File: src/sv/pfc_pkg.sv
`timescale 1ns / 1ps
`default_nettype none
// ----------------------------------------------------------------------------
// Program fetch line cache package
// Shared types, codes and constants of the fetch cache.
// ----------------------------------------------------------------------------
package pfc_pkg;

  localparam int unsigned LINE_BYTES_DEF  = 16;
  localparam int unsigned CACHE_BYTES_DEF = 512;

  localparam logic [7:0] RAM_BANK0        = 8'h70;
  localparam logic [7:0] RAM_BANK1        = 8'h71;
  localparam logic [7:0] MAX_ROM_BANK_RST = 8'd63;

  localparam int unsigned HIT_COST_FAST  = 1;
  localparam int unsigned HIT_COST_SLOW  = 2;
  localparam int unsigned BYTE_COST_FAST = 5;
  localparam int unsigned BYTE_COST_SLOW = 6;
  localparam int unsigned COST_MAX       = 127;

  typedef enum logic [1:0] {
    MODE_FETCH = 2'd0,
    MODE_REPLY = 2'd1,
    MODE_FLUSH = 2'd2,
    MODE_NONE  = 2'd3
  } mode_e;

  typedef enum logic [1:0] {
    ST_CACHED   = 2'd0,
    ST_UNCACHED = 2'd1,
    ST_LINE_REQ = 2'd2,
    ST_BYTE_REQ = 2'd3
  } status_e;

  typedef enum logic [1:0] {
    PEND_NONE = 2'd0,
    PEND_LINE = 2'd1,
    PEND_BYTE = 2'd2
  } pend_e;

  typedef enum logic {
    CFG_FAST_CLOCK   = 1'b0,
    CFG_MAX_ROM_BANK = 1'b1
  } cfg_idx_e;

  typedef struct packed {
    logic [1:0]  mode;
    logic [15:0] program_counter;
    logic [15:0] window_base;
    logic [7:0]  code_bank;
    logic [7:0]  mem_data;
  } in_item_t;

  typedef struct packed {
    logic [1:0]  status;
    logic [7:0]  data_byte;
    logic        mem_source;
    logic [23:0] mem_address;
    logic [6:0]  cycle_cost;
  } out_item_t;

  // full line fill cost, saturated to the cost field
  function automatic logic [6:0] fill_cost(input int unsigned byte_cost,
                                           input int unsigned hit_cost,
                                           input int unsigned line_bytes);
    int unsigned c;
    c = byte_cost * line_bytes + hit_cost;
    if (c > COST_MAX) begin
      c = COST_MAX;
    end
    return c[6:0];
  endfunction

endpackage
`default_nettype wire

File: src/sv/pfc_stream_if.sv
`timescale 1ns / 1ps
`default_nettype none
// ----------------------------------------------------------------------------
// Fetch cache stream interface
// Valid/ready channel carrying one payload beat.
// ----------------------------------------------------------------------------
interface pfc_stream_if #(
  parameter type T = logic
);
  logic valid;
  logic ready;
  T     data;

  modport source (output valid, output data, input ready);
  modport sink   (input valid, input data, output ready);
endinterface
`default_nettype wire

File: src/sv/pfc_line_ram.sv
`timescale 1ns / 1ps
`default_nettype none
// ----------------------------------------------------------------------------
// Fetch cache line RAM
// Byte-wide synchronous RAM, one write and one registered read port.
// ----------------------------------------------------------------------------
module pfc_line_ram #(
  parameter int unsigned Depth = pfc_pkg::CACHE_BYTES_DEF,
  parameter int unsigned AddrW = $clog2(Depth)
) (
  input  wire logic             clk_i,
  input  wire logic             we_i,
  input  wire logic [AddrW-1:0] waddr_i,
  input  wire logic [7:0]       wdata_i,
  input  wire logic             re_i,
  input  wire logic [AddrW-1:0] raddr_i,
  output logic      [7:0]       rdata_o
);

  logic [7:0] mem_q [Depth];

  always_ff @(posedge clk_i) begin
    if (we_i) begin
      mem_q[waddr_i] <= wdata_i;
    end
  end

  always_ff @(posedge clk_i) begin
    if (re_i) begin
      rdata_o <= mem_q[raddr_i];
    end
  end

endmodule
`default_nettype wire

File: src/sv/program_fetch_line_cache_top.sv
`timescale 1ns / 1ps
`default_nettype none
// ----------------------------------------------------------------------------
// Program fetch line cache
// Instruction fetch cache of CacheBytes bytes in lines of LineBytes bytes,
// with line fill and single byte requests towards ROM / RAM.
// ----------------------------------------------------------------------------
//
//  channel   dir  beat          notes
//  --------  ---  ------------  ------------------------------------------
//  in_i      in   in_item_t     fetch, memory data reply or flush
//  out_o     out  out_item_t    cached/uncached byte or memory request
//  cfg_*     in   index + data  fast_clock, max_rom_bank; write only
//
//  Rate: one beat per cycle while the output drains; a hit on a line filled
//  from memory holds input off for the registered read of the line RAM.
//  Reset clears the valid bits, the pending request and the control and
//  config registers at once; the line RAM is not cleared and needs no sweep.
//  Stalls: the output register takes a new result while the old one is
//  drained in the same cycle; input is held off only during a RAM read or
//  while an undrained result sits in the output register.
//
// ----------------------------------------------------------------------------
module program_fetch_line_cache_top #(
  parameter int unsigned LineBytes  = pfc_pkg::LINE_BYTES_DEF,
  parameter int unsigned CacheBytes = pfc_pkg::CACHE_BYTES_DEF
) (
  input  wire logic   clk_i,
  input  wire logic   rst_ni,
  pfc_stream_if.sink  in_i,
  pfc_stream_if.source out_o,
  input  wire logic       cfg_we_i,
  input  wire logic       cfg_idx_i,
  input  wire logic [7:0] cfg_data_i
);

  localparam int unsigned LbW      = $clog2(LineBytes);
  localparam int unsigned OffW     = $clog2(CacheBytes);
  localparam int unsigned NumLines = CacheBytes / LineBytes;
  localparam int unsigned LineW    = OffW - LbW;

  localparam logic [6:0] FillCostFast = pfc_pkg::fill_cost(pfc_pkg::BYTE_COST_FAST,
                                          pfc_pkg::HIT_COST_FAST, LineBytes);
  localparam logic [6:0] FillCostSlow = pfc_pkg::fill_cost(pfc_pkg::BYTE_COST_SLOW,
                                          pfc_pkg::HIT_COST_SLOW, LineBytes);

  // configuration
  logic       fast_q;
  logic [7:0] max_rom_q;

  // control state
  pfc_pkg::pend_e      pend_q, pend_d;
  logic [LbW-1:0]      cnt_q, cnt_d;        // bytes of the line received
  logic [OffW-1:0]     poff_q, poff_d;      // offset of the missed fetch
  logic [7:0]          hold_q, hold_d;      // missed byte, caught during fill
  logic [NumLines-1:0] valid_q, valid_d;
  logic [NumLines-1:0] zero_q, zero_d;      // line valid and all zero
  logic                rd_q, rd_d;          // RAM read in flight

  // output register
  logic               out_valid_q;
  pfc_pkg::out_item_t out_q, out_item_d;
  logic               out_load;

  // RAM ports
  logic            mem_we, mem_re;
  logic [OffW-1:0] mem_waddr;
  logic [7:0]      mem_rdata;

  // decode
  logic            in_ready, acc;
  logic [15:0]     off;
  logic            in_win, is_rom, is_ram, mapped;
  logic [7:0]      mbank;
  logic [LineW-1:0] line;
  logic [15:0]     dest;
  logic [23:0]     fill_addr;
  logic [6:0]      hit_cost, byte_cost, fill_cost;

  assign in_ready   = !rd_q && (!out_valid_q || out_o.ready);
  assign in_i.ready = in_ready;
  assign acc        = in_i.valid && in_ready;

  assign off    = in_i.data.program_counter - in_i.data.window_base;
  assign in_win = (off[15:OffW] == '0);
  assign line   = off[OffW-1:LbW];
  assign dest   = {off[15:LbW], {LbW{1'b0}}};
  assign is_rom = (in_i.data.code_bank <= max_rom_q);
  assign is_ram = !is_rom && ((in_i.data.code_bank == pfc_pkg::RAM_BANK0) ||
                              (in_i.data.code_bank == pfc_pkg::RAM_BANK1));
  assign mapped = is_rom || is_ram;
  assign mbank  = is_rom ? in_i.data.code_bank :
                  (is_ram ? {7'd0, in_i.data.code_bank[0]} : 8'd0);
  assign fill_addr = {mbank, 16'h0000} + {8'h00, in_i.data.window_base} + {8'h00, dest};

  assign hit_cost  = fast_q ? 7'(pfc_pkg::HIT_COST_FAST)  : 7'(pfc_pkg::HIT_COST_SLOW);
  assign byte_cost = fast_q ? 7'(pfc_pkg::BYTE_COST_FAST) : 7'(pfc_pkg::BYTE_COST_SLOW);
  assign fill_cost = fast_q ? FillCostFast : FillCostSlow;

  assign mem_waddr = {poff_q[OffW-1:LbW], cnt_q};

  always_comb begin
    pend_d     = pend_q;
    cnt_d      = cnt_q;
    poff_d     = poff_q;
    hold_d     = hold_q;
    valid_d    = valid_q;
    zero_d     = zero_q;
    rd_d       = 1'b0;
    out_load   = 1'b0;
    out_item_d = '0;
    mem_we     = 1'b0;
    mem_re     = 1'b0;

    if (rd_q) begin
      // hit data back from the line RAM
      out_load              = 1'b1;
      out_item_d.status     = pfc_pkg::ST_CACHED;
      out_item_d.data_byte  = mem_rdata;
      out_item_d.cycle_cost = hit_cost;
    end else if (acc) begin
      case (pfc_pkg::mode_e'(in_i.data.mode))
        pfc_pkg::MODE_FETCH: begin
          if (pend_q == pfc_pkg::PEND_NONE) begin
            if (in_win) begin
              if (valid_q[line]) begin
                if (zero_q[line]) begin
                  out_load              = 1'b1;
                  out_item_d.status     = pfc_pkg::ST_CACHED;
                  out_item_d.cycle_cost = hit_cost;
                end else begin
                  mem_re = 1'b1;
                  rd_d   = 1'b1;
                end
              end else if (mapped) begin
                pend_d                 = pfc_pkg::PEND_LINE;
                cnt_d                  = '0;
                poff_d                 = off[OffW-1:0];
                out_load               = 1'b1;
                out_item_d.status      = pfc_pkg::ST_LINE_REQ;
                out_item_d.mem_source  = is_ram;
                out_item_d.mem_address = fill_addr;
              end else begin
                // unmapped bank: line reads as zeros straight away
                valid_d[line]         = 1'b1;
                zero_d[line]          = 1'b1;
                out_load              = 1'b1;
                out_item_d.status     = pfc_pkg::ST_CACHED;
                out_item_d.cycle_cost = fill_cost;
              end
            end else if (mapped) begin
              pend_d                 = pfc_pkg::PEND_BYTE;
              out_load               = 1'b1;
              out_item_d.status      = pfc_pkg::ST_BYTE_REQ;
              out_item_d.mem_source  = is_ram;
              out_item_d.mem_address = {mbank, in_i.data.program_counter};
            end else begin
              out_load              = 1'b1;
              out_item_d.status     = pfc_pkg::ST_UNCACHED;
              out_item_d.cycle_cost = byte_cost;
            end
          end
        end
        pfc_pkg::MODE_REPLY: begin
          case (pend_q)
            pfc_pkg::PEND_BYTE: begin
              pend_d                = pfc_pkg::PEND_NONE;
              out_load              = 1'b1;
              out_item_d.status     = pfc_pkg::ST_UNCACHED;
              out_item_d.data_byte  = in_i.data.mem_data;
              out_item_d.cycle_cost = byte_cost;
            end
            pfc_pkg::PEND_LINE: begin
              mem_we = 1'b1;
              if (cnt_q == poff_q[LbW-1:0]) begin
                hold_d = in_i.data.mem_data;
              end
              if (cnt_q == {LbW{1'b1}}) begin
                valid_d[poff_q[OffW-1:LbW]] = 1'b1;
                zero_d[poff_q[OffW-1:LbW]]  = 1'b0;
                pend_d                      = pfc_pkg::PEND_NONE;
                cnt_d                       = '0;
                out_load                    = 1'b1;
                out_item_d.status           = pfc_pkg::ST_CACHED;
                out_item_d.data_byte        = (cnt_q == poff_q[LbW-1:0]) ?
                                              in_i.data.mem_data : hold_q;
                out_item_d.cycle_cost       = fill_cost;
              end else begin
                cnt_d = cnt_q + 1'b1;
              end
            end
            default: begin
            end
          endcase
        end
        pfc_pkg::MODE_FLUSH: begin
          valid_d = '0;
          zero_d  = '0;
          pend_d  = pfc_pkg::PEND_NONE;
          cnt_d   = '0;
        end
        default: begin
        end
      endcase
    end
  end

  pfc_line_ram #(
    .Depth (CacheBytes),
    .AddrW (OffW)
  ) u_ram (
    .clk_i   (clk_i),
    .we_i    (mem_we),
    .waddr_i (mem_waddr),
    .wdata_i (in_i.data.mem_data),
    .re_i    (mem_re),
    .raddr_i (off[OffW-1:0]),
    .rdata_o (mem_rdata)
  );

  // configuration registers
  always_ff @(posedge clk_i or negedge rst_ni) begin
    if (!rst_ni) begin
      fast_q    <= 1'b0;
      max_rom_q <= pfc_pkg::MAX_ROM_BANK_RST;
    end else if (cfg_we_i) begin
      case (pfc_pkg::cfg_idx_e'(cfg_idx_i))
        pfc_pkg::CFG_FAST_CLOCK:   fast_q    <= cfg_data_i[0];
        pfc_pkg::CFG_MAX_ROM_BANK: max_rom_q <= cfg_data_i;
        default: begin
        end
      endcase
    end
  end

  // control state
  always_ff @(posedge clk_i or negedge rst_ni) begin
    if (!rst_ni) begin
      pend_q  <= pfc_pkg::PEND_NONE;
      cnt_q   <= '0;
      poff_q  <= '0;
      valid_q <= '0;
      zero_q  <= '0;
      rd_q    <= 1'b0;
    end else begin
      pend_q  <= pend_d;
      cnt_q   <= cnt_d;
      poff_q  <= poff_d;
      valid_q <= valid_d;
      zero_q  <= zero_d;
      rd_q    <= rd_d;
    end
  end

  always_ff @(posedge clk_i) begin
    hold_q <= hold_d;
  end

  // output register
  always_ff @(posedge clk_i or negedge rst_ni) begin
    if (!rst_ni) begin
      out_valid_q <= 1'b0;
    end else if (out_load) begin
      out_valid_q <= 1'b1;
    end else if (out_o.ready) begin
      out_valid_q <= 1'b0;
    end
  end

  always_ff @(posedge clk_i) begin
    if (out_load) begin
      out_q <= out_item_d;
    end
  end

  assign out_o.valid = out_valid_q;
  assign out_o.data  = out_q;

endmodule
`default_nettype wire

File: src/flat_wrapper.sv
// flat-port wrapper written by rule: the top's interface ports become plain ports
module program_fetch_line_cache_top_flat import pfc_pkg::*;
#(
  parameter int unsigned LineBytes  = pfc_pkg::LINE_BYTES_DEF,
  parameter int unsigned CacheBytes = pfc_pkg::CACHE_BYTES_DEF
)
  (clk_i, rst_ni, cfg_we_i, cfg_idx_i, cfg_data_i, in_i_valid, in_i_data, in_i_ready, out_o_valid, out_o_data, out_o_ready);
  pfc_stream_if #(.T(in_item_t)) in_i_i ();
  pfc_stream_if #(.T(out_item_t)) out_o_i ();
  input  wire logic clk_i;
  input  wire logic rst_ni;
  input  wire logic cfg_we_i;
  input  wire logic cfg_idx_i;
  input  wire logic [7:0] cfg_data_i;
  input wire logic [$bits(in_i_i.valid)-1:0] in_i_valid;
  input wire logic [$bits(in_i_i.data)-1:0] in_i_data;
  output wire logic [$bits(in_i_i.ready)-1:0] in_i_ready;
  output wire logic [$bits(out_o_i.valid)-1:0] out_o_valid;
  output wire logic [$bits(out_o_i.data)-1:0] out_o_data;
  input wire logic [$bits(out_o_i.ready)-1:0] out_o_ready;
  assign in_i_i.valid = in_i_valid;
  assign in_i_i.data = in_i_data;
  assign in_i_ready = in_i_i.ready;
  assign out_o_valid = out_o_i.valid;
  assign out_o_data = out_o_i.data;
  assign out_o_i.ready = out_o_ready;
  program_fetch_line_cache_top #(.LineBytes(LineBytes), .CacheBytes(CacheBytes)) u_core (.clk_i(clk_i), .rst_ni(rst_ni), .in_i(in_i_i), .out_o(out_o_i), .cfg_we_i(cfg_we_i), .cfg_idx_i(cfg_idx_i), .cfg_data_i(cfg_data_i));
endmodule
File: config.mk
export PLATFORM = sky130hd
export DESIGN_NAME = program_fetch_line_cache_top_flat
export DESIGN_NICKNAME = d
export VERILOG_FILES = /design/src/sv/pfc_pkg.sv /design/src/sv/pfc_stream_if.sv /design/src/sv/pfc_line_ram.sv /design/src/sv/program_fetch_line_cache_top.sv /design/src/flat_wrapper.sv
export SDC_FILE = /design/constraint.sdc
export NUM_CORES = 2
export LEC_CHECK = 0
export BUFFER_PORTS_ARGS = -buffer_cell sky130_fd_sc_hd__buf_2
export CAP_MARGIN = 20
export CORE_ASPECT_RATIO = 1.4
export CORE_MARGIN = 2
export CORE_UTILIZATION = 58
export DETAILED_ROUTE_END_ITERATION = 12
export GPL_ROUTABILITY_DRIVEN = 1
export MAX_ROUTING_LAYER = met4
export PLACE_DENSITY = 0.77
export SLEW_MARGIN = 20
export SYNTH_ARGS = -nofsm -noshare
export SYNTH_HDL_FRONTEND = slang
export SYNTH_SLANG_ARGS = --single-unit
export TNS_END_PERCENT = 100
File: constraint.sdc
create_clock -name clk_i -period 7.4 [get_ports clk_i]
set_input_delay 1.11 -clock clk_i [delete_from_list [all_inputs] [get_ports clk_i]]
set_output_delay 1.11 -clock clk_i [all_outputs]
set_load 0.005 [all_outputs]
==> flow_metrics.tcl <==
set metrics [dict create \
    vias 88400 \
    fmax_mhz 179 \
    grt_pass1_wl_mm 650 \
    fp.dieW_um 460 \
    overflow 0 \
    start_kind "primary input" \
    path_clk_slew_ps 70 \
    synthTopCellsByArea "edfxtp_1 (74%), mux4_2 (17%), nor2_1 (1.3%), dfrtp_1 (1.2%), nand2_1 (1.1%)" \
    grt_start_max_net_pins 228 \
    hold_violations 0 \
    dieArea_sq_um 295000 \
    drt.antenna.violating_nets 0 \
    syn-cell-area_sq_um 169000 \
    port_buffers 106 \
    setup-violations-final 0 \
    routabilityCongestion 0.971 \
    power_frac_comb_pct 13.0 \
    clk_latency_ps 950 \
    p_leak_nw 58.1 \
    fin_setup_tns_ps 0 \
    ir_worst_vdd_mv 0.218 \
    fin_crit_sh_pct 75.6 \
    clockBufferDepth 4 \
    critPathCaptureType "flip-flop" \
    antenna_found_initial 18 \
    synth_edf_count 4153 \
    clockPowerShare_pct 37.1 \
    sw_frac_of_total_pct 25.0 \
    cts_max_level 5 \
    cap_viol_max_count 0 \
    arrival_ps 6280 \
    skew_ps 68.1 \
    final_layout_size_suffix_gt1_share_pct 25.2 \
    synth-seq-area-share_pct 75.3 \
    crit_fanout 16 \
    synthArstFlopShare_pct 2.12 \
    routed_wl_mm 460 \
    hold_class "primary input to async pin" \
    die_h_um 642 \
    cts_hold_buf 0 \
    wl_per_cell_um 37.0 \
    synth_cell_types 92 \
    ys_ff_latch 4243 \
    status "finished clean" \
    slew_headroom_pct 13.0 \
    drc 0 \
    grt_usage_pct 31.8 \
    yosysTopAreaCellShare_pct 74.0 \
    grt_pass1_vias 88400 \
    rsz0062_at_grt "no" \
    num_io_pins 108 \
    seq_power_share_pct 49.9 \
    place_ws_ps 959 \
    layout_setup_ws_ps 1800 \
    final_common_cell "edfxtp_1" \
    post_cts_resized 0 \
    yosysTopAreaCell "edfxtp_1" \
    yosysWarningCount 0 \
    final_cell_mix "edfxtp_1 (4153), mux4_2 (1240), nor2_1 (598)" \
    syn_area_per_cell_sq_um 20.7 \
    critical_path_class "primary input to flip-flop" \
    coreArea_sq_um 290000 \
    cts_post_setup_buffers_inserted 0 \
    placementRows 234 \
    syn_to_final_growth_pct 10.5 \
    worstPathRequired_ps 8090 \
    synth_ff_type "edfxtp_1" \
    power.density_nw_per_um2 286 \
    p_sw_mw 13.3 \
    firstDrtPassIters 8 \
    drt-initial-drc-count 14200 \
    post-dp-hpwl_mm 260 \
    r2r_slack_ps 2640 \
    clockRootBuffer "clkbuf_16" \
    worst_pin_slew_ps 1270 \
    viasPerCell 7.11 \
    synthesis.nets 8258 \
    syn_inst 8143 \
    cts_sinks 4243 \
    fin_crit_ps 5600 \
    cts_tree "yes" \
    drv_slew 0 \
    initial_core_util_pct 58.2 \
    layout.nets 8436 \
    p_int_mw 39.9 \
    numCtsBuffers 371 \
]
worst max-delay path, cell delays in order:
cell and delay, ps:
buf_2 90, inv_1 70, ha_4 170, fa_4 480, nand2b_2 240, a211oi_2 600, nor3_1 240, or2_2 350
inv_2 340, ha_1 360, nor2b_1 160, o21bai_1 130, a21boi_0 140, o21a_1 190, o21a_1 180, o31a_1 260
o41ai_1 720, nor4b_1 200, xnor2_1 180, nor2_1 60
layer usage:
metal,vias up,wire length (um),track usage (%)
li1,33900,-,-
met3,1467,51700,6.74
met4,0,29500,16.7
met5,-,0,-
met2,7213,228000,50.0
met1,45800,151000,39.2
cells in the mapped netlist (16+ instances only):
library cell     n
edfxtp_1      4153
mux4_2        1240
nor2_1         605
nand2_1        478
clkbuf_1       247
nand3_1        196
buf_2          149
a21oi_1         95
inv_1           92
dfrtp_1         84
nor3_1          57
o21ai_0         55
mux2i_1         52
ha_1            49
o211ai_1        49
buf_1           48
buf_4           41
and3_1          31
a31oi_1         26
mux2_2          23
a32oi_1         19
nor2b_1         19
o221ai_1        19
buf_6           18
a221o_1         17
xor2_1          16
power groups by stage:
stage / Clock [mW] / Combinational, mW / Sequential, mW
2_1_floorplan: 0 / 3.84 / 27.1
3_3_place_gp: 0 / 6.61 / 27.1
3_5_place_dp: 0 / 6.70 / 27.1
4_1_cts: 19.8 / 6.79 / 26.6
5_1_grt: 20.6 / 7.06 / 26.5
6_report: 19.7 / 6.93 / 26.6
cell type report:
type                            instances  area [sq um]
Sequential cell                      4243        127000
Fill cell                           17800        103000
Multi-Input combinational cell       3298         39200
Clock buffer                          430          9630
Tap cell                             3776          4720
Timing Repair Buffer                  308          2910
Clock inverter                        242          2480
Inverter                               99           373
Antenna cell                           34          85.1
sequential cells by signal (all words and copies together), names as in the netlist:
register,count
u_core.max_rom_q,8
u_core.rd_q,1
u_core.zero_q,32
u_core.out_o.valid,1
u_core.u_ram.mem_q,4096
u_core.pend_q,2
u_core.hold_q,8
u_core.out_o.data,41
u_core.cnt_q,4
u_core.fast_q,1
u_core.u_ram.rdata_o,8
u_core.valid_q,32
u_core.poff_q,9
worst paths after layout:
path / from / endpoint / cells after the start
setup / recovery: in_i_data[32] / u_core.out_o.data[27] / 20
hold / removal: rst_ni / u_core.max_rom_q[6] / 1
setup reg to reg: u_core.cnt_q[1] / u_core.u_ram.mem_q[287][2] / 6
hold reg to reg: u_core.poff_q[3] / u_core.poff_q[3] / 2
max in group asynchronous: rst_ni / u_core.valid_q[30] / 2
min in group clk_i: cfg_data_i[7] / u_core.max_rom_q[7] / 2
logic make-up after synthesis:
kind of cell	share of synthesized area, %
other cells	0.00222
mux	17.0
flops	75.3
compound gates	1.84
xor+xnor	0.155
buf+inv	1.62
fa+ha+maj	0.387
simple gates	3.67
stage by stage:
| stage | total power [mW] | instance area [sq um] | util (%) | hold slack, ps | instances |
|---|---|---|---|---|---|
| after detailed placement | 33.8 | 174000 | 60.1 | 492 | 11700 |
| final | 53.2 | 186000 | 64.4 | 45.6 | 12400 |
| after global routing | 54.2 | 186000 | 64.3 | 65.6 | 12400 |
| after global placement | 33.7 | 174000 | 60.1 | 481 | 11700 |
| after floorplan | 30.9 | 169000 | - | 469 | 8143 |
| after CTS | 53.1 | 186000 | 64.3 | 5.47 | 12400 |
Note: power is estimated with default switching activity, not from simulation.
